<file path="src/hw/rtl/tcba_pkg.sv">
// ----------------------------------------------------------------------------
// tcba_pkg
// Shared types and constants for the three-channel block averager.
// ----------------------------------------------------------------------------
package tcba_pkg;

  localparam int DEFAULT_MAX_WINDOW = 4096;

  localparam int UV_W       = 16;
  localparam int WIDE_W     = 20;
  localparam int UV_SUM_W   = 28;
  localparam int WIDE_SUM_W = 32;
  localparam int DIV_W      = 32;
  localparam int DATA_W     = 56;
  localparam int WLEN_W     = 12;
  localparam int QUEUE_DEPTH = 2;

  localparam int CFG_IDX_W  = 2;
  localparam int CFG_DATA_W = 12;

  typedef enum logic [CFG_IDX_W-1:0] {
    CFG_WINDOW_LENGTH   = 2'd0,
    CFG_CHANNEL_SELECT  = 2'd1,
    CFG_CONTINUOUS_MODE = 2'd2
  } cfg_index_t;

  typedef enum logic [1:0] {
    SEL_ALL = 2'd0,
    SEL_UV  = 2'd1,
    SEL_VIS = 2'd2,
    SEL_IR  = 2'd3
  } chan_sel_t;

  typedef struct packed {
    logic [WIDE_SUM_W-1:0] infrared_sum;
    logic [WIDE_SUM_W-1:0] visible_sum;
    logic [UV_SUM_W-1:0]   uv_sum;
  } sums_t;

  typedef enum logic {
    BK_IDLE = 1'b0,
    BK_RUN  = 1'b1
  } bk_state_t;

endpackage

</file>
<file path="src/hw/rtl/three_channel_block_averager_top.sv">
// ----------------------------------------------------------------------------
// three_channel_block_averager_top
// Accumulate-and-dump averager over UV, visible and infrared samples.
// ----------------------------------------------------------------------------
// Usage:
//   The slave stream (s_*) takes one sample set per word. Selected channels
//   are summed over a window of window_length+1 samples (capped at
//   MAX_WINDOW); the word that closes the window produces one result word
//   on the master stream (m_*) holding each sum divided by the window size,
//   truncated. Unselected channels read as zero.
//   The cfg_* channel writes a register by index: 0 window length,
//   1 channel select, 2 continuous mode; other indexes are dropped. Write
//   only while the block is idle. cfg_ready is always high.
//   With the back end idle, the closing window's sums pass through the
//   queue, the three dividers and the output register before m_tvalid
//   rises. Three restoring dividers run side by side, one quotient bit per
//   cycle; a two-entry queue of window sums lets samples keep flowing
//   meanwhile, one per cycle while the queue has room. s_tready falls only
//   when that queue is full.
//   When m_tready is low the result word is held; the back end may finish
//   the next division and then waits on the output register.
//   Reset clears all sums, the sample count and the one-shot stop flag, and
//   sets the registers to window length 0, all channels, one-shot mode.
//   After its one result in one-shot mode the block accepts and drops
//   every further sample until reset.
// ----------------------------------------------------------------------------
module three_channel_block_averager_top import tcba_pkg::*; #(
  parameter int MAX_WINDOW = DEFAULT_MAX_WINDOW
) (
  input  logic                  clk,
  input  logic                  rst,
  // Sample stream
  input  logic                  s_tvalid,
  output logic                  s_tready,
  input  logic [DATA_W-1:0]     s_tdata,   // uv_sample, visible_sample, infrared_sample
  // Result stream
  output logic                  m_tvalid,
  input  logic                  m_tready,
  output logic [DATA_W-1:0]     m_tdata,   // uv_average, visible_average, infrared_average
  // Register writes
  input  logic                  cfg_valid,
  output logic                  cfg_ready,
  input  logic [CFG_IDX_W-1:0]  cfg_index,
  input  logic [CFG_DATA_W-1:0] cfg_data
);

  localparam int NW = $clog2(MAX_WINDOW + 1);

  logic [WLEN_W-1:0] window_length;
  chan_sel_t         channel_select;
  logic              continuous_mode;

  logic              push;
  sums_t             push_sums;
  logic [NW-1:0]     push_size;
  logic              q_pop;
  logic              q_full;
  logic              q_empty;
  logic [$bits(sums_t)+NW-1:0] q_head;

  logic [UV_W-1:0]   uv_average;
  logic [WIDE_W-1:0] visible_average;
  logic [WIDE_W-1:0] infrared_average;

  // Register file: always ready, unknown indexes drop the word
  assign cfg_ready = 1'b1;

  always_ff @(posedge clk) begin
    if (rst) begin
      window_length   <= '0;
      channel_select  <= SEL_ALL;
      continuous_mode <= 1'b0;
    end else if (cfg_valid) begin
      unique case (cfg_index)
        CFG_WINDOW_LENGTH:   window_length   <= cfg_data[WLEN_W-1:0];
        CFG_CHANNEL_SELECT:  channel_select  <= chan_sel_t'(cfg_data[1:0]);
        CFG_CONTINUOUS_MODE: continuous_mode <= cfg_data[0];
        default: ;
      endcase
    end
  end

  // Front: gate and accumulate samples, push sums at window end
  tcba_front #(.MAX_WINDOW(MAX_WINDOW)) u_front (
    .clk             (clk),
    .rst             (rst),
    .s_tvalid        (s_tvalid),
    .s_tready        (s_tready),
    .uv_sample       (s_tdata[15:0]),
    .visible_sample  (s_tdata[35:16]),
    .infrared_sample (s_tdata[55:36]),
    .window_length   (window_length),
    .channel_select  (channel_select),
    .continuous_mode (continuous_mode),
    .q_full          (q_full),
    .push            (push),
    .push_sums       (push_sums),
    .push_size       (push_size)
  );

  // Queue of finished windows: sums with their divisor
  tcba_queue #(.WIDTH($bits(sums_t) + NW)) u_queue (
    .clk       (clk),
    .rst       (rst),
    .push      (push),
    .push_data ({push_size, push_sums}),
    .pop       (q_pop),
    .head      (q_head),
    .full      (q_full),
    .empty     (q_empty)
  );

  // Back: divide and hold the result word
  tcba_back #(.MAX_WINDOW(MAX_WINDOW)) u_back (
    .clk              (clk),
    .rst              (rst),
    .q_empty          (q_empty),
    .q_sums           (sums_t'(q_head[$bits(sums_t)-1:0])),
    .q_size           (q_head[$bits(sums_t)+NW-1:$bits(sums_t)]),
    .q_pop            (q_pop),
    .m_tvalid         (m_tvalid),
    .m_tready         (m_tready),
    .uv_average       (uv_average),
    .visible_average  (visible_average),
    .infrared_average (infrared_average)
  );

  assign m_tdata = {infrared_average, visible_average, uv_average};

endmodule

</file>
<file path="src/hw/rtl/tcba_queue.sv">
// ----------------------------------------------------------------------------
// tcba_queue
// Small FIFO of finished window sums between front and back.
// ----------------------------------------------------------------------------
module tcba_queue import tcba_pkg::*; #(
  parameter int WIDTH = 8
) (
  input  logic             clk,
  input  logic             rst,
  input  logic             push,
  input  logic [WIDTH-1:0] push_data,
  input  logic             pop,
  output logic [WIDTH-1:0] head,
  output logic             full,
  output logic             empty
);

  localparam int PTR_W = (QUEUE_DEPTH > 1) ? $clog2(QUEUE_DEPTH) : 1;
  localparam int CNT_W = $clog2(QUEUE_DEPTH + 1);

  logic [WIDTH-1:0] mem [QUEUE_DEPTH];
  logic [PTR_W-1:0] wr_ptr;
  logic [PTR_W-1:0] rd_ptr;
  logic [CNT_W-1:0] count;

  assign full  = (count == CNT_W'(QUEUE_DEPTH));
  assign empty = (count == '0);
  assign head  = mem[rd_ptr];

  always_ff @(posedge clk) begin
    if (push) begin
      mem[wr_ptr] <= push_data;
    end
  end

  always_ff @(posedge clk) begin
    if (rst) begin
      wr_ptr <= '0;
      rd_ptr <= '0;
      count  <= '0;
    end else begin
      if (push) begin
        wr_ptr <= (wr_ptr == PTR_W'(QUEUE_DEPTH - 1)) ? '0 : wr_ptr + 1'b1;
      end
      if (pop) begin
        rd_ptr <= (rd_ptr == PTR_W'(QUEUE_DEPTH - 1)) ? '0 : rd_ptr + 1'b1;
      end
      if (push && !pop) begin
        count <= count + 1'b1;
      end else if (pop && !push) begin
        count <= count - 1'b1;
      end
    end
  end

endmodule

</file>
<file path="src/hw/rtl/tcba_front.sv">
// ----------------------------------------------------------------------------
// tcba_front
// Sample intake: gate by channel select, accumulate, detect window end.
// ----------------------------------------------------------------------------
module tcba_front import tcba_pkg::*; #(
  parameter int MAX_WINDOW = DEFAULT_MAX_WINDOW,
  localparam int NW = $clog2(MAX_WINDOW + 1)
) (
  input  logic              clk,
  input  logic              rst,
  input  logic              s_tvalid,
  output logic              s_tready,
  input  logic [UV_W-1:0]   uv_sample,
  input  logic [WIDE_W-1:0] visible_sample,
  input  logic [WIDE_W-1:0] infrared_sample,
  input  logic [WLEN_W-1:0] window_length,
  input  chan_sel_t         channel_select,
  input  logic              continuous_mode,
  input  logic              q_full,
  output logic              push,
  output sums_t             push_sums,
  output logic [NW-1:0]     push_size
);

  sums_t         sums;
  sums_t         sums_next;
  logic [NW-1:0] samples_taken;
  logic [NW-1:0] taken_next;
  logic [NW-1:0] win_size;
  logic [31:0]   len_ext;
  logic          finished;
  logic          accept;
  logic          window_end;

  assign s_tready = finished || !q_full;
  assign accept   = s_tvalid && s_tready && !finished;

  // Window size saturates at MAX_WINDOW
  always_comb begin
    len_ext = 32'(window_length) + 32'd1;
    if (len_ext > 32'(MAX_WINDOW)) begin
      win_size = NW'(MAX_WINDOW);
    end else begin
      win_size = NW'(len_ext);
    end
  end

  always_comb begin
    sums_next = sums;
    if (channel_select == SEL_ALL || channel_select == SEL_UV) begin
      sums_next.uv_sum = sums.uv_sum + UV_SUM_W'(uv_sample);
    end
    if (channel_select == SEL_ALL || channel_select == SEL_VIS) begin
      sums_next.visible_sum = sums.visible_sum + WIDE_SUM_W'(visible_sample);
    end
    if (channel_select == SEL_ALL || channel_select == SEL_IR) begin
      sums_next.infrared_sum = sums.infrared_sum + WIDE_SUM_W'(infrared_sample);
    end
    taken_next = samples_taken + 1'b1;
    window_end = (taken_next >= win_size);
  end

  assign push      = accept && window_end;
  assign push_sums = sums_next;
  assign push_size = win_size;

  always_ff @(posedge clk) begin
    if (rst) begin
      sums          <= '0;
      samples_taken <= '0;
      finished      <= 1'b0;
    end else if (accept) begin
      if (window_end) begin
        sums          <= '0;
        samples_taken <= '0;
        finished      <= !continuous_mode;
      end else begin
        sums          <= sums_next;
        samples_taken <= taken_next;
      end
    end
  end

endmodule

</file>
<file path="src/hw/rtl/tcba_div.sv">
// ----------------------------------------------------------------------------
// tcba_div
// Restoring divider, one quotient bit per cycle.
// ----------------------------------------------------------------------------
module tcba_div import tcba_pkg::*; #(
  parameter int DIVISOR_W = 13
) (
  input  logic                 clk,
  input  logic                 rst,
  input  logic                 start,
  input  logic [DIV_W-1:0]     dividend,
  input  logic [DIVISOR_W-1:0] divisor,
  output logic                 busy,
  output logic [DIV_W-1:0]     quotient
);

  localparam int STEP_W = $clog2(DIV_W);

  logic [DIV_W-1:0]     quo;
  logic [DIVISOR_W-1:0] rem;
  logic [DIVISOR_W-1:0] dsr;
  logic [STEP_W-1:0]    step;
  logic [DIVISOR_W:0]   trial;
  logic [DIVISOR_W:0]   diff;
  logic                 take;

  always_comb begin
    trial = {rem, quo[DIV_W-1]};
    diff  = trial - {1'b0, dsr};
    take  = (trial >= {1'b0, dsr});
  end

  assign quotient = quo;

  always_ff @(posedge clk) begin
    if (start) begin
      quo  <= dividend;
      rem  <= '0;
      dsr  <= divisor;
      step <= '0;
    end else if (busy) begin
      quo  <= {quo[DIV_W-2:0], take};
      rem  <= take ? diff[DIVISOR_W-1:0] : trial[DIVISOR_W-1:0];
      step <= step + 1'b1;
    end
  end

  always_ff @(posedge clk) begin
    if (rst) begin
      busy <= 1'b0;
    end else if (start) begin
      busy <= 1'b1;
    end else if (busy && step == STEP_W'(DIV_W - 1)) begin
      busy <= 1'b0;
    end
  end

endmodule

</file>
<file path="src/hw/rtl/tcba_back.sv">
// ----------------------------------------------------------------------------
// tcba_back
// Divide queued window sums by the window size and hold the result word.
// ----------------------------------------------------------------------------
module tcba_back import tcba_pkg::*; #(
  parameter int MAX_WINDOW = DEFAULT_MAX_WINDOW,
  localparam int NW = $clog2(MAX_WINDOW + 1)
) (
  input  logic              clk,
  input  logic              rst,
  input  logic              q_empty,
  input  sums_t             q_sums,
  input  logic [NW-1:0]     q_size,
  output logic              q_pop,
  output logic              m_tvalid,
  input  logic              m_tready,
  output logic [UV_W-1:0]   uv_average,
  output logic [WIDE_W-1:0] visible_average,
  output logic [WIDE_W-1:0] infrared_average
);

  bk_state_t        state;
  bk_state_t        state_next;
  logic             start;
  logic             load_out;
  logic [2:0]       div_busy;
  logic [DIV_W-1:0] uv_quo;
  logic [DIV_W-1:0] vis_quo;
  logic [DIV_W-1:0] ir_quo;

  tcba_div #(.DIVISOR_W(NW)) u_div_uv (
    .clk(clk), .rst(rst), .start(start),
    .dividend(DIV_W'(q_sums.uv_sum)), .divisor(q_size),
    .busy(div_busy[0]), .quotient(uv_quo)
  );

  tcba_div #(.DIVISOR_W(NW)) u_div_vis (
    .clk(clk), .rst(rst), .start(start),
    .dividend(DIV_W'(q_sums.visible_sum)), .divisor(q_size),
    .busy(div_busy[1]), .quotient(vis_quo)
  );

  tcba_div #(.DIVISOR_W(NW)) u_div_ir (
    .clk(clk), .rst(rst), .start(start),
    .dividend(DIV_W'(q_sums.infrared_sum)), .divisor(q_size),
    .busy(div_busy[2]), .quotient(ir_quo)
  );

  always_comb begin
    state_next = state;
    unique case (state)
      BK_IDLE: if (!q_empty) state_next = BK_RUN;
      BK_RUN:  if (load_out) state_next = BK_IDLE;
      default: state_next = BK_IDLE;
    endcase
  end

  always_comb begin
    start    = 1'b0;
    load_out = 1'b0;
    unique case (state)
      BK_IDLE: start    = !q_empty;
      BK_RUN:  load_out = (div_busy == '0) && (!m_tvalid || m_tready);
      default: ;
    endcase
  end

  assign q_pop = start;

  always_ff @(posedge clk) begin
    if (rst) begin
      state    <= BK_IDLE;
      m_tvalid <= 1'b0;
    end else begin
      state <= state_next;
      if (load_out) begin
        m_tvalid <= 1'b1;
      end else if (m_tready) begin
        m_tvalid <= 1'b0;
      end
    end
  end

  always_ff @(posedge clk) begin
    if (load_out) begin
      uv_average       <= uv_quo[UV_W-1:0];
      visible_average  <= vis_quo[WIDE_W-1:0];
      infrared_average <= ir_quo[WIDE_W-1:0];
    end
  end

endmodule
</file>
<file path="config.mk">
export PLATFORM = sky130hd
export DESIGN_NAME = three_channel_block_averager_top
export DESIGN_NICKNAME = d
export VERILOG_FILES = /design/src/hw/rtl/tcba_pkg.sv /design/src/hw/rtl/three_channel_block_averager_top.sv /design/src/hw/rtl/tcba_queue.sv /design/src/hw/rtl/tcba_front.sv /design/src/hw/rtl/tcba_div.sv /design/src/hw/rtl/tcba_back.sv
export SDC_FILE = /design/constraint.sdc
export NUM_CORES = 1
export LEC_CHECK = 0
export BUFFER_PORTS_ARGS = -buffer_cell sky130_fd_sc_hd__buf_2
export CAP_MARGIN = 20
export CORE_MARGIN = 2
export CORE_UTILIZATION = 40
export DETAILED_ROUTE_END_ITERATION = 6
export MAX_ROUTING_LAYER = met4
export PLACE_DENSITY = 0.64
export SYNTH_ARGS = -nofsm -noshare
export SYNTH_HDL_FRONTEND = slang
export SYNTH_SLANG_ARGS = --single-unit
</file>
<file path="constraint.sdc">
create_clock -name clk -period 18.6 [get_ports clk]
set_input_delay 0 -clock clk [delete_from_list [all_inputs] [get_ports clk]]
set_output_delay 0 -clock clk [all_outputs]
set_load 0.005 [all_outputs]
</file>
==> results of run 1 <==
==> worst max-delay path, delay by kind of cell, from the launching register on <==
family / cells / cell delay (ns)
simple gates: 7 / 1.67
fa+ha+maj: 1 / 0.28
buf+inv: 4 / 1.17
compound gates: 4 / 0.75
flops: 1 / 0.42
==> metal layers <==
metal  routed length, microns  part of all wire, %  up-vias
met5                        0                    0        -
met4                     1480                  2.3        0
met3                     2190                  3.4       97
met2                    31500                   49      394
met1                    28800                   45     9337
li1                         -                    -     9434
==> cell usage after synthesis, types with 6 or more instances <==
cell / n
sky130_fd_sc_hd__buf_1: 14
sky130_fd_sc_hd__o21bai_1: 9
sky130_fd_sc_hd__inv_1: 49
sky130_fd_sc_hd__o21ai_0: 216
sky130_fd_sc_hd__xnor2_1: 71
sky130_fd_sc_hd__a22o_1: 21
sky130_fd_sc_hd__a22oi_1: 7
sky130_fd_sc_hd__nor2b_1: 14
sky130_fd_sc_hd__a21o_1: 34
sky130_fd_sc_hd__nand2b_1: 26
sky130_fd_sc_hd__nand3b_1: 14
sky130_fd_sc_hd__and3_1: 38
sky130_fd_sc_hd__nor3_1: 33
sky130_fd_sc_hd__a211oi_1: 28
sky130_fd_sc_hd__ha_1: 120
sky130_fd_sc_hd__a31oi_1: 22
sky130_fd_sc_hd__or4_1: 8
sky130_fd_sc_hd__nor2_1: 180
sky130_fd_sc_hd__o31ai_1: 17
sky130_fd_sc_hd__o211ai_1: 16
sky130_fd_sc_hd__xor2_1: 66
sky130_fd_sc_hd__clkbuf_1: 92
sky130_fd_sc_hd__o31a_1: 7
sky130_fd_sc_hd__dfxtp_1: 189
sky130_fd_sc_hd__nor3b_1: 13
sky130_fd_sc_hd__nand2_1: 266
sky130_fd_sc_hd__mux2_2: 18
sky130_fd_sc_hd__edfxtp_1: 371
sky130_fd_sc_hd__o21a_1: 21
sky130_fd_sc_hd__a21oi_1: 176
sky130_fd_sc_hd__or2_2: 8
sky130_fd_sc_hd__nand3_1: 47
sky130_fd_sc_hd__fa_1: 6
sky130_fd_sc_hd__mux2i_1: 130
sky130_fd_sc_hd__nand4_1: 21
sky130_fd_sc_hd__or3_1: 16
sky130_fd_sc_hd__buf_2: 7
==> registers in the layout, indices dropped and copies added, names as in the netlist, 2 cells and up, named ones only <==
signal                     cells
u_front.samples_taken         13
u_front.sums                  92
u_queue.mem                  210
u_back.u_div_uv.rem           13
u_back.visible_average        20
u_back.u_div_vis.quotient     32
u_back.u_div_vis.dsr          13
u_back.u_div_vis.rem          13
u_back.u_div_uv.step           5
u_back.uv_average             16
u_back.u_div_ir.step           5
u_back.infrared_average       20
u_back.u_div_vis.step          5
u_back.u_div_ir.quotient      32
u_back.u_div_uv.quotient      32
u_queue.count                  2
u_back.u_div_ir.rem           13
window_length                 12
channel_select                 2
==> placed cells by master (no fill, tap or decap), drive strengths merged, types with 22 or more instances in the layout <==
| master | instances |
|---|---|
| nor2 | 180 |
| and3 | 38 |
| mux2i | 130 |
| edfxtp | 371 |
| nand2b | 26 |
| xnor2 | 71 |
| xor2 | 66 |
| dlygate4sd3 | 45 |
| a21o | 34 |
| inv | 53 |
| buf | 161 |
| a21oi | 176 |
| a211oi | 28 |
| nand2 | 269 |
| nand3 | 47 |
| clkbuf | 82 |
| o21ai | 220 |
| ha | 120 |
| a31oi | 22 |
| nor3 | 33 |
| dfxtp | 189 |
==> per-stage QoR <==
stage          std cells  util (%)  power (uW)  cell area [sq um]
6_report            3552      46.3        4810              31100
5_1_grt             3552      46.3        5120              31100
2_1_floorplan       2474         -        3150              27000
4_1_cts             3552      46.3        4850              31100
3_5_place_dp        3393      42.7        3630              28600
3_3_place_gp        3392      42.7        3570              28600
==> cell type report <==
class | count | area [sq um]
Multi-Input combinational cell | 1748 | 11500
Tap cell | 873 | 1090
Sequential cell | 560 | 14900
Clock buffer | 82 | 1690
Clock inverter | 32 | 315
Fill cell | 6174 | 36000
Inverter | 51 | 191
Timing Repair Buffer | 206 | 1330
==> power by group through the flow <==
stage	Sequential [uW]	Clock [uW]	Combinational, uW
finish	1960	1190	1650
global placement	1980	0	1590
CTS	1970	1220	1660
floorplan	1930	0	1220
detailed placement	1990	0	1650
global route	2000	1260	1860
==> cell families after synthesis <==
group | after synthesis | share of synthesized area (%)
other cells | 1 | 0.0139
fa+ha+maj | 126 | 6.00
compound gates | 631 | 14.3
xor+xnor | 137 | 4.44
mux | 148 | 5.57
flops | 560 | 55.3
buf+inv | 166 | 2.37
simple gates | 705 | 12.1
==> worst min path at each step <==
stage                startpoint  slack, ns                 end
finish              s_tdata[51]       0.03    u_front.sums[75]
global route        s_tdata[17]       0.04  u_queue.mem[1][29]
CTS                 s_tdata[30]      0.004    u_front.sums[42]
detailed placement  cfg_data[6]       0.29    window_length[6]
global placement    cfg_data[8]       0.29    window_length[8]
floorplan           cfg_data[0]       0.14   channel_select[0]
==> reports/qor.tcl, run 1 <==
set qor(cts_htree_levels) 2
set qor(ioPinCount) 134
set qor(regToRegSetupSlack_ns) 13.72
set qor(vias) 19300
set qor(initial_core_util_pct) 40.3
set qor(drv.max_cap_violation_count) 0
set qor(slew-limit-headroom_pct) 27.5
set qor(grt_pass1_wl_microns) 102000
set qor(clock_tree_from_tritoncts) {done}
set qor(r2r-start) {window_length[4]}
set qor(crit_fanout) 62
set qor(final_nets) 2828
set qor(pin_count_of_the_biggest_net_entering_global_routing) 77
set qor(pwr-share-seq_pct) 40.8
set qor(max_stage_delay_ns) 0.76
set qor(power_switching_uw) 1710
set qor(fin_crit_ns) 4.88
set qor(worst_slew_pin_slew_ns) 1.09
set qor(cts_repair_resize_count) 0
set qor(p_comb_share_pct) 34.4
set qor(antenna_cells) 0
set qor(antenna_violating_nets_post_route) 0
set qor(postSynth.asyncResetShare_pct) 0
set qor(floorplan.die_area_sq_um) 69600
set qor(finalClockSkew_ns) 0.0246
set qor(ctsHoldBuffers) 45
set qor(max_freq_ghz) 0.205
set qor(syn_area_cell_sq_um) 10.9
set qor(grt_busiest_layer) {met2}
set qor(final_sum_of_negative_setup_slack_ns) 0
set qor(outcome) {finished, final reports clean}
set qor(layout-area-overhead-vs-synth_pct) 15.0
set qor(detail_route.first_pass.iterations) 5
set qor(routed_wire_length_per_instance_microns) 18.0
set qor(via_density_per_instance) 5.42
set qor(met3_usage_pct) 2.13
set qor(irDropWorstVdd_v) 0.0000766
set qor(cts_buffer_depth) 3
set qor(num_rows) 95
set qor(first_global_vias) 18900
set qor(seq_area_frac_synth_pct) 55.3
set qor(ys_dominant_reg_cell) {sky130_fd_sc_hd__edfxtp_1}
set qor(ordered_list_of_cells_on_the_worst_path) {and3_1 > and3_1 > nand4_1 > inv_1 > and3_1 > inv_1 > a21oi_1 > nor2_1 > ha_1 > nand2b_1 > a211oi_1 > o211ai_1 > a21o_1 > buf_4 > and3_4 > buf_4}
set qor(post_synth_num_cell_types) 77
set qor(crit_slowest_cell) {sky130_fd_sc_hd__buf_4}
set qor(grt_overflow) 0
set qor(antenna_violations_before_repair) 1
set qor(holdCritPathClass) {in -> reg}
set qor(cts_root_buf) {sky130_fd_sc_hd__clkbuf_16}
set qor(worst_skew_pair_latency_ns) 0.63
set qor(grt_use_met2_pct) 31.8
set qor(power_switching_share_pct) 35.6
set qor(cellLeakagePower_uw) 0.0119
set qor(crit_path_start) {window_length[4]}
set qor(post-dp-hpwl_microns) 43800
set qor(post-synth-top-area-cell) {sky130_fd_sc_hd__edfxtp_1}
set qor(worst_slack_ns) 13.72
set qor(critical_path.reg2reg.endpoint) {u_queue.mem[1][3]}
set qor(final.hold.worst_slack_ns) 0.0282
set qor(timing.reg2reg.worst_path_depth) 16
set qor(die_h_microns) 264
set qor(holdPathStages) 5
set qor(cts_sinks) 560
set qor(gp_routability_congestion) 0.894
set qor(post-cts-setup-buffers) 0
set qor(cts-buffers-inserted) 60
set qor(ys_ff_latch) 560
set qor(synth_area_sq_um) 27000
set qor(power_report.internal_total_uw) 3100
set qor(critPathCaptureType) {register}
set qor(finalHoldViolations) 0
set qor(syn_nets) 2675
set qor(route.detailed.drc) 0
set qor(setup_repair_after_global_routing_missed_its_margin) {no}
set qor(synth_cells) 2474
set qor(drt-initial-drc-count) 1158
set qor(clk_pin_slew_worst_paths_ns) 0.06
set qor(grt_use_met1_pct) 23.6
set qor(post_place_setup_slack_ns) 13.74
set qor(crit_path_end) {u_queue.mem[1][3]}
set qor(yosysWarnings) 0
set qor(synth.area.top_cells) {sky130_fd_sc_hd__edfxtp_1 (41%), sky130_fd_sc_hd__dfxtp_1 (14%), sky130_fd_sc_hd__ha_1 (5.6%), sky130_fd_sc_hd__mux2i_1 (4.8%), sky130_fd_sc_hd__o21ai_0 (4.0%)}
set qor(yosys.area.top_type_share_pct) 41.2
set qor(synth_enable_flop_cells) 371
set qor(setup-violations-final) 0
set qor(port_buffers) 132
set qor(part_of_the_cycle_the_worst_path_needs_pct) 26.3
set qor(drive_gt1_share_pct) 11.5
set qor(groute.usage.overall_pct) 18.7
set qor(detail_route.wirelength_microns) 63900
set qor(timing.critical_path.mode_cell) {sky130_fd_sc_hd__and3_1}
set qor(core_area_sq_um) 67000
set qor(critical_setup_path_kind) {reg -> reg}
set qor(critical_path_required_ns) 18.84
set qor(chipWidth_microns) 264
set qor(worstSetupStartpointType) {register}
set qor(slew_violations) 0
set qor(pwr_density_cell_nw_per_um2) 155
set qor(cp.arrival_ns) 5.12
set qor(power.clock.fraction_pct) 24.8
(Power assumes the default switching activity.)
==> inputs of run 2 (changes only) <==
- PLACE_DENSITY: 0.64 -> 0.66
- clock period: 18.6 -> 4.25 ns (I/O delays scaled with it)
==> run 2 against run 1 <==
Core utilization up 0.26 points. Largest power group unchanged. Cell area up 0.57%. Routed wire length up 0.58%. Critical path type unchanged.
==> reports/qor.tcl, run 2 (synthesis gave the netlist of run 1 again) <==
set qor(cts-buffers-inserted) 58
set qor(drive_gt1_share_pct) 12.3
set qor(final_common_cell) {sky130_fd_sc_hd__edfxtp_1}
set qor(crit_fanout) 14
set qor(ioPinCount) 134
set qor(post_place_setup_slack_ns) 0.372
set qor(chipWidth_microns) 264
set qor(critical_path.reg2reg.endpoint) {u_front.sums[85]}
set qor(cp.arrival_ns) 4.40
set qor(antenna_cells) 0
set qor(final.hold.worst_slack_ns) 0.0373
set qor(num_rows) 95
set qor(pin_count_of_the_biggest_net_entering_global_routing) 79
set qor(core_area_sq_um) 67000
set qor(grt_overflow) 0
set qor(routed_wire_length_per_instance_microns) 18.0
set qor(detail_route.wirelength_microns) 64300
set qor(area_of_the_multi_input_gates_sq_um) 11600
set qor(die_h_microns) 264
set qor(detail_route.first_pass.iterations) 5
set qor(finalHoldViolations) 0
set qor(port_buffers) 132
set qor(fillerInstances) 6199
set qor(cts_sinks) 560
set qor(grt_pass1_wl_microns) 102000
set qor(antenna_violating_nets_post_route) 0
set qor(slew-limit-headroom_pct) 33.5
set qor(via_density_per_instance) 5.42
set qor(outcome) {finished, final reports clean}
set qor(irDropWorstVdd_v) 0.000349
set qor(pwr_density_cell_nw_per_um2) 672
set qor(clock_tree_from_tritoncts) {done}
set qor(route.detailed.drc) 0
set qor(cts_htree_levels) 2
set qor(critPathCaptureType) {register}
set qor(drv.max_cap_violation_count) 0
set qor(setup-violations-final) 0
set qor(timing.hold.worst.start) {s_tdata[35]}
set qor(initial_core_util_pct) 40.3
set qor(cellLeakagePower_uw) 0.0120
set qor(layout-area-overhead-vs-synth_pct) 15.6
set qor(worst_hold_path.endpoint) {u_front.sums[47]}
set qor(critical_setup_path_kind) {reg -> reg}
set qor(regToRegSetupSlack_ns) 0.38
set qor(worst_slack_ns) 0.376
set qor(r2r-start) {window_length[3]}
set qor(antenna_violations_before_repair) 0
set qor(fin_crit_ns) 3.87
set qor(post-dp-hpwl_microns) 44700
set qor(holdCritPathClass) {in -> reg}
set qor(floorplan.die_area_sq_um) 69600
set qor(final_nets) 2846
set qor(largest_reg_flops) 210
set qor(regMostFlops) {u_queue.mem}
set qor(drt-initial-drc-count) 1282
set qor(cts_buffer_depth) 3
set qor(layout_common_cells) {sky130_fd_sc_hd__edfxtp_1 (371), sky130_fd_sc_hd__nand2_1 (264), sky130_fd_sc_hd__o21ai_0 (215)}
set qor(holdPathStages) 4
set qor(max_freq_ghz) 0.258
set qor(cts_root_buf) {sky130_fd_sc_hd__clkbuf_16}
set qor(setup_repair_after_global_routing_missed_its_margin) {no}
set qor(slew_violations) 0
set qor(vias) 19300
set qor(first_global_vias) 19000
set qor(timing.reg2reg.worst_path_depth) 17
set qor(clk_pin_slew_worst_paths_ns) 0.06
set qor(groute.usage.overall_pct) 18.8
set qor(regArea_sq_um) 14900
set qor(part_of_the_cycle_the_worst_path_needs_pct) 91.2
set qor(worst_skew_pair_latency_ns) 0.61
set qor(gp_routability_congestion) 0.898
set qor(critical_path_required_ns) 4.78
set qor(worstSetupStartpointType) {register}
set qor(worst_slew_pin_slew_ns) 0.997
set qor(finalClockSkew_ns) 0.0179
set qor(biggestRegsByFlops) {u_queue.mem (210), u_front.sums (92)}
[run 2: changes by cell type in the layout (fill, tap and decap cells not counted), sizes merged]
cell         before  now
inv              53   52
clkinvlp          8    2
buf             161  177
dlygate4sd3      45   49
clkinv           18   22
clkbuf           82   77
bufinv            4    6
[run 2: worst max path at each step]
stage / endpoint / from / slack [ns]
floorplan: u_queue.mem[0][0] / window_length[3] / -0.07
global placement: u_front.sums[89] / window_length[3] / 0.42
detailed placement: u_front.sums[58] / window_length[3] / 0.37
CTS: u_front.sums[58] / window_length[5] / 0.36
global route: u_front.sums[85] / window_length[3] / 0.04
finish: u_front.sums[85] / window_length[3] / 0.38
[run 2: area by class of cell]
class	count	share of cell area, %
Clock inverter	31	1.06
Inverter	51	0.613
Sequential cell	560	47.8
Multi-Input combinational cell	1748	37.1
Tap cell	873	3.50
Clock buffer	77	4.94
Timing Repair Buffer	226	4.97
[run 2: repair_timing]
action | CTS | global route
hold endpoints to repair | 69 | 0
setup buffers | 0 | 0
hold buffers | 49 | 0
gates resized for setup | 0 | 0
[run 2: per-layer routing]
metal	part of all wire, %	routed length [microns]	global-route usage [%]	vias up
li1	-	-	-	9462
met1	46	29800	24.9	9340
met2	47	30400	30.6	419
met3	4.1	2640	2.13	96
met4	2.2	1400	5.14	0
met5	0	0	-	-
[run 2: metrics by stage]
| step | cell area (sq um) | utilization, % | power [uW] | setup TNS [ns] | std cells |
|---|---|---|---|---|---|
| final | 31200 | 46.6 | 21000 | 0 | 3566 |
| after floorplan | 27100 | - | 13800 | -7.68 | 2474 |
| after detailed placement | 28900 | 43.1 | 16000 | 0 | 3409 |
| after global placement | 28900 | 43.1 | 15700 | 0 | 3409 |
| after CTS | 31200 | 46.6 | 21200 | 0 | 3566 |
| after global routing | 31200 | 46.6 | 22400 | 0 | 3566 |
[run 2: power by group]
group	internal (uW)	switching (uW)
logic	2750	4620
registers	7840	736
clock network	2920	2130
[run 2: worst max-delay path, cell delays in order, from the launching register on]
cell,delay [ns]
sky130_fd_sc_hd__dfxtp_2,0.37
sky130_fd_sc_hd__and3_1,0.19
sky130_fd_sc_hd__and3_4,0.22
sky130_fd_sc_hd__nand4_1,0.13
sky130_fd_sc_hd__inv_1,0.08
sky130_fd_sc_hd__and3_4,0.20
sky130_fd_sc_hd__inv_2,0.05
sky130_fd_sc_hd__a21oi_2,0.17
sky130_fd_sc_hd__nor2_1,0.11
sky130_fd_sc_hd__ha_1,0.29
sky130_fd_sc_hd__nand2b_1,0.14
sky130_fd_sc_hd__a211oi_1,0.23
sky130_fd_sc_hd__o211ai_1,0.15
sky130_fd_sc_hd__a21o_1,0.22
sky130_fd_sc_hd__or3_1,0.56
sky130_fd_sc_hd__or4_1,0.48
sky130_fd_sc_hd__a2bb2oi_1,0.14
sky130_fd_sc_hd__o21ai_0,0.08
==> inputs of run 3 (changes only) <==
- CORE_MARGIN: 2 -> 4
==> run 3 against run 2 <==
Final cell count up 0.25%. Via count up 0.25%. Critical path depth fell by 1. Largest power group unchanged. Worst setup slack worse by 0.0086 ns. Worst hold slack worse by 0.0030 ns. Largest cell class unchanged. Critical endpoint is now u_front.sums[73].
==> reports/qor.tcl, run 3 (synthesis gave the netlist of run 1 again) <==
set qor(outcome) {finished, final reports clean}
set qor(crit_path_start) {window_length[3]}
set qor(timing.reg2reg.worst_path_depth) 16
set qor(detail_route.first_pass.iterations) 5
set qor(met3_length_microns) 2720
set qor(critical_setup_path_kind) {reg -> reg}
set qor(clock_tree_from_tritoncts) {done}
set qor(core_area_sq_um) 67000
set qor(regToRegSetupSlack_ns) 0.37
set qor(route.top_layer_used) {met4}
set qor(area_of_the_multi_input_gates_sq_um) 11600
set qor(met2_length_microns) 31500
set qor(gp_routability_congestion) 0.847
set qor(regMostFlops) {u_queue.mem}
set qor(irDropWorstVdd_v) 0.000379
set qor(crit_slowest_cell) {sky130_fd_sc_hd__nand2_1}
set qor(critical_path_cell_count) 16
set qor(layout-area-overhead-vs-synth_pct) 16.6
set qor(design_area_sq_um) 31500
set qor(chipWidth_microns) 268
set qor(cts-buffers-inserted) 61
set qor(fin_crit_ns) 3.88
set qor(slew-limit-headroom_pct) 32.9
set qor(final_common_cell) {sky130_fd_sc_hd__edfxtp_1}
set qor(critPathCaptureType) {register}
set qor(final_nets) 2852
set qor(clk_pin_slew_worst_paths_ns) 0.06
set qor(num_rows) 95
set qor(layout_common_cells) {sky130_fd_sc_hd__edfxtp_1 (371), sky130_fd_sc_hd__nand2_1 (264), sky130_fd_sc_hd__o21ai_0 (215)}
set qor(critical_path_required_ns) 4.79
set qor(routed_wire_length_per_instance_microns) 18.2
set qor(fillerInstances) 6072
set qor(vias) 19400
set qor(max_freq_ghz) 0.258
set qor(cts_htree_levels) 2
set qor(floorplan.die_area_sq_um) 71700
set qor(total_power_uw) 21400
set qor(antenna_cells) 0
set qor(regArea_sq_um) 14900
set qor(worst_slew_pin_slew_ns) 1.00
set qor(finalClockSkew_ns) 0.0210
set qor(crit_fanout) 13
set qor(largest_reg_flops) 210
set qor(setup_repair_after_global_routing_missed_its_margin) {no}
set qor(pin_count_of_the_biggest_net_entering_global_routing) 92
set qor(cts_root_buf) {sky130_fd_sc_hd__clkbuf_16}
set qor(grt_pass1_wl_microns) 103000
set qor(biggestRegsByFlops) {u_queue.mem (210), u_front.sums (92)}
set qor(critical_path.reg2reg.endpoint) {u_front.sums[73]}
set qor(wl_met1_microns) 29600
set qor(cts_sinks) 560
set qor(post-dp-hpwl_microns) 44500
set qor(drive_gt1_share_pct) 12.5
set qor(grt_overflow) 0
set qor(post_dp_cell_area_sq_um) 28800
set qor(antenna_violating_nets_post_route) 0
set qor(post-cts-setup-buffers) 0
set qor(pwr_density_cell_nw_per_um2) 678
set qor(worstSetupStartpointType) {register}
set qor(holdCritPathClass) {in -> reg}
set qor(slew_violations) 0
set qor(cp.arrival_ns) 4.42
set qor(setup-violations-final) 0
set qor(port_buffers) 132
set qor(ioPinCount) 134
set qor(cp_top_family) {simple AND/OR/NAND/NOR gates}
set qor(finalHoldViolations) 0
set qor(crit_path_end) {u_front.sums[73]}
set qor(drt-initial-drc-count) 1296
set qor(groute.usage.overall_pct) 18.3
set qor(cts_buffer_depth) 3
set qor(part_of_the_cycle_the_worst_path_needs_pct) 91.4
set qor(first_global_vias) 19100
set qor(initial_core_util_pct) 40.3
set qor(antenna_violations_before_repair) 0
set qor(via_density_per_instance) 5.42
set qor(max_stage_delay_ns) 0.39
set qor(worst_skew_pair_latency_ns) 0.62
set qor(r2r-start) {window_length[3]}
set qor(cellLeakagePower_uw) 0.0121
set qor(drv.max_cap_violation_count) 0
set qor(detail_route.wirelength_microns) 65100
set qor(die_h_microns) 268
set qor(route.detailed.drc) 0
set qor(ordered_list_of_cells_on_the_worst_path) {and3_1 > and3_4 > nand4_1 > inv_1 > and3_4 > or2_2 > ha_1 > a21o_1 > a211oi_1 > o211ai_1 > a21oi_2 > nand2_1 > nor2_2 > buf_4 > nand2_1 > o21ai_0}
set qor(critical_path_buf_inv_count) 2
[run 3: cell types whose count changed in the layout (fill, tap and decap cells not counted), sizes merged]
cell	change
dlygate4sd3	+7
clkinvlp	+5
buf	-4
clkbuf	-4
bufinv	+3
clkinv	+1
inv	+1
[run 3: report_power, final]
part	total, uW	leakage, uW	switching [uW]	internal, uW
sequential	8530	0.00503	685	7840
clock	5440	0.00100	2190	3250
combinational	7390	0.00602	4660	2730
[run 3: cell type report]
cell class	instances	area share, %
sequential	560	47.4
multi-input combinational	1748	36.8
clock buffer	73	5.12
timing repair buffer	229	5.06
tap	873	3.47
clock inverter	41	1.50
inverter	51	0.608
[run 3: metal layers]
metal	up-vias	GRT usage (%)
met3	96	2.20
met5	-	-
li1	9496	-
met1	9371	24.1
met2	403	30.1
met4	0	4.74
[run 3: stage by stage]
stage          utilization (%)  hold WS, ns  TNS [ns]  worst slack, ns  std cells
6_report                  47.0       0.0343         0            0.367       3575
5_1_grt                   47.0       0.0625         0           0.0344       3575
4_1_cts                   47.0      0.00662         0            0.309       3575
3_5_place_dp              43.0        0.263         0            0.353       3405
3_3_place_gp              43.0        0.244         0            0.437       3405
2_1_floorplan                -        0.144     -7.68          -0.0731       2474
[run 3: how the worst min path moves through the flow]
stage | cells past startpoint | from | slack (ns) | endpoint
after floorplan | 2 | cfg_data[0] | 0.14 | channel_select[0]
after global placement | 3 | cfg_data[9] | 0.24 | window_length[9]
after detailed placement | 3 | cfg_data[8] | 0.26 | window_length[8]
after CTS | 4 | s_tdata[30] | 0.007 | u_front.sums[42]
after global routing | 4 | s_tdata[30] | 0.06 | u_front.sums[42]
final | 5 | s_tdata[51] | 0.03 | u_front.sums[75]
[run 3: tightest hold or removal path, cell delays in order]
cell                      delay (ns)
sky130_fd_sc_hd__buf_2          0.08
sky130_fd_sc_hd__ha_1           0.23
sky130_fd_sc_hd__xnor2_1        0.11
sky130_fd_sc_hd__nand2_1        0.09
sky130_fd_sc_hd__o21ai_0        0.09
[run 3: what timing repair did]
item / 4_1_cts / 5_1_grt
endpoints found under the hold margin: 62 / 0
endpoints found under the setup margin: 0 / 12
hold buffers: 56 / 0
gates resized for setup: 0 / 2
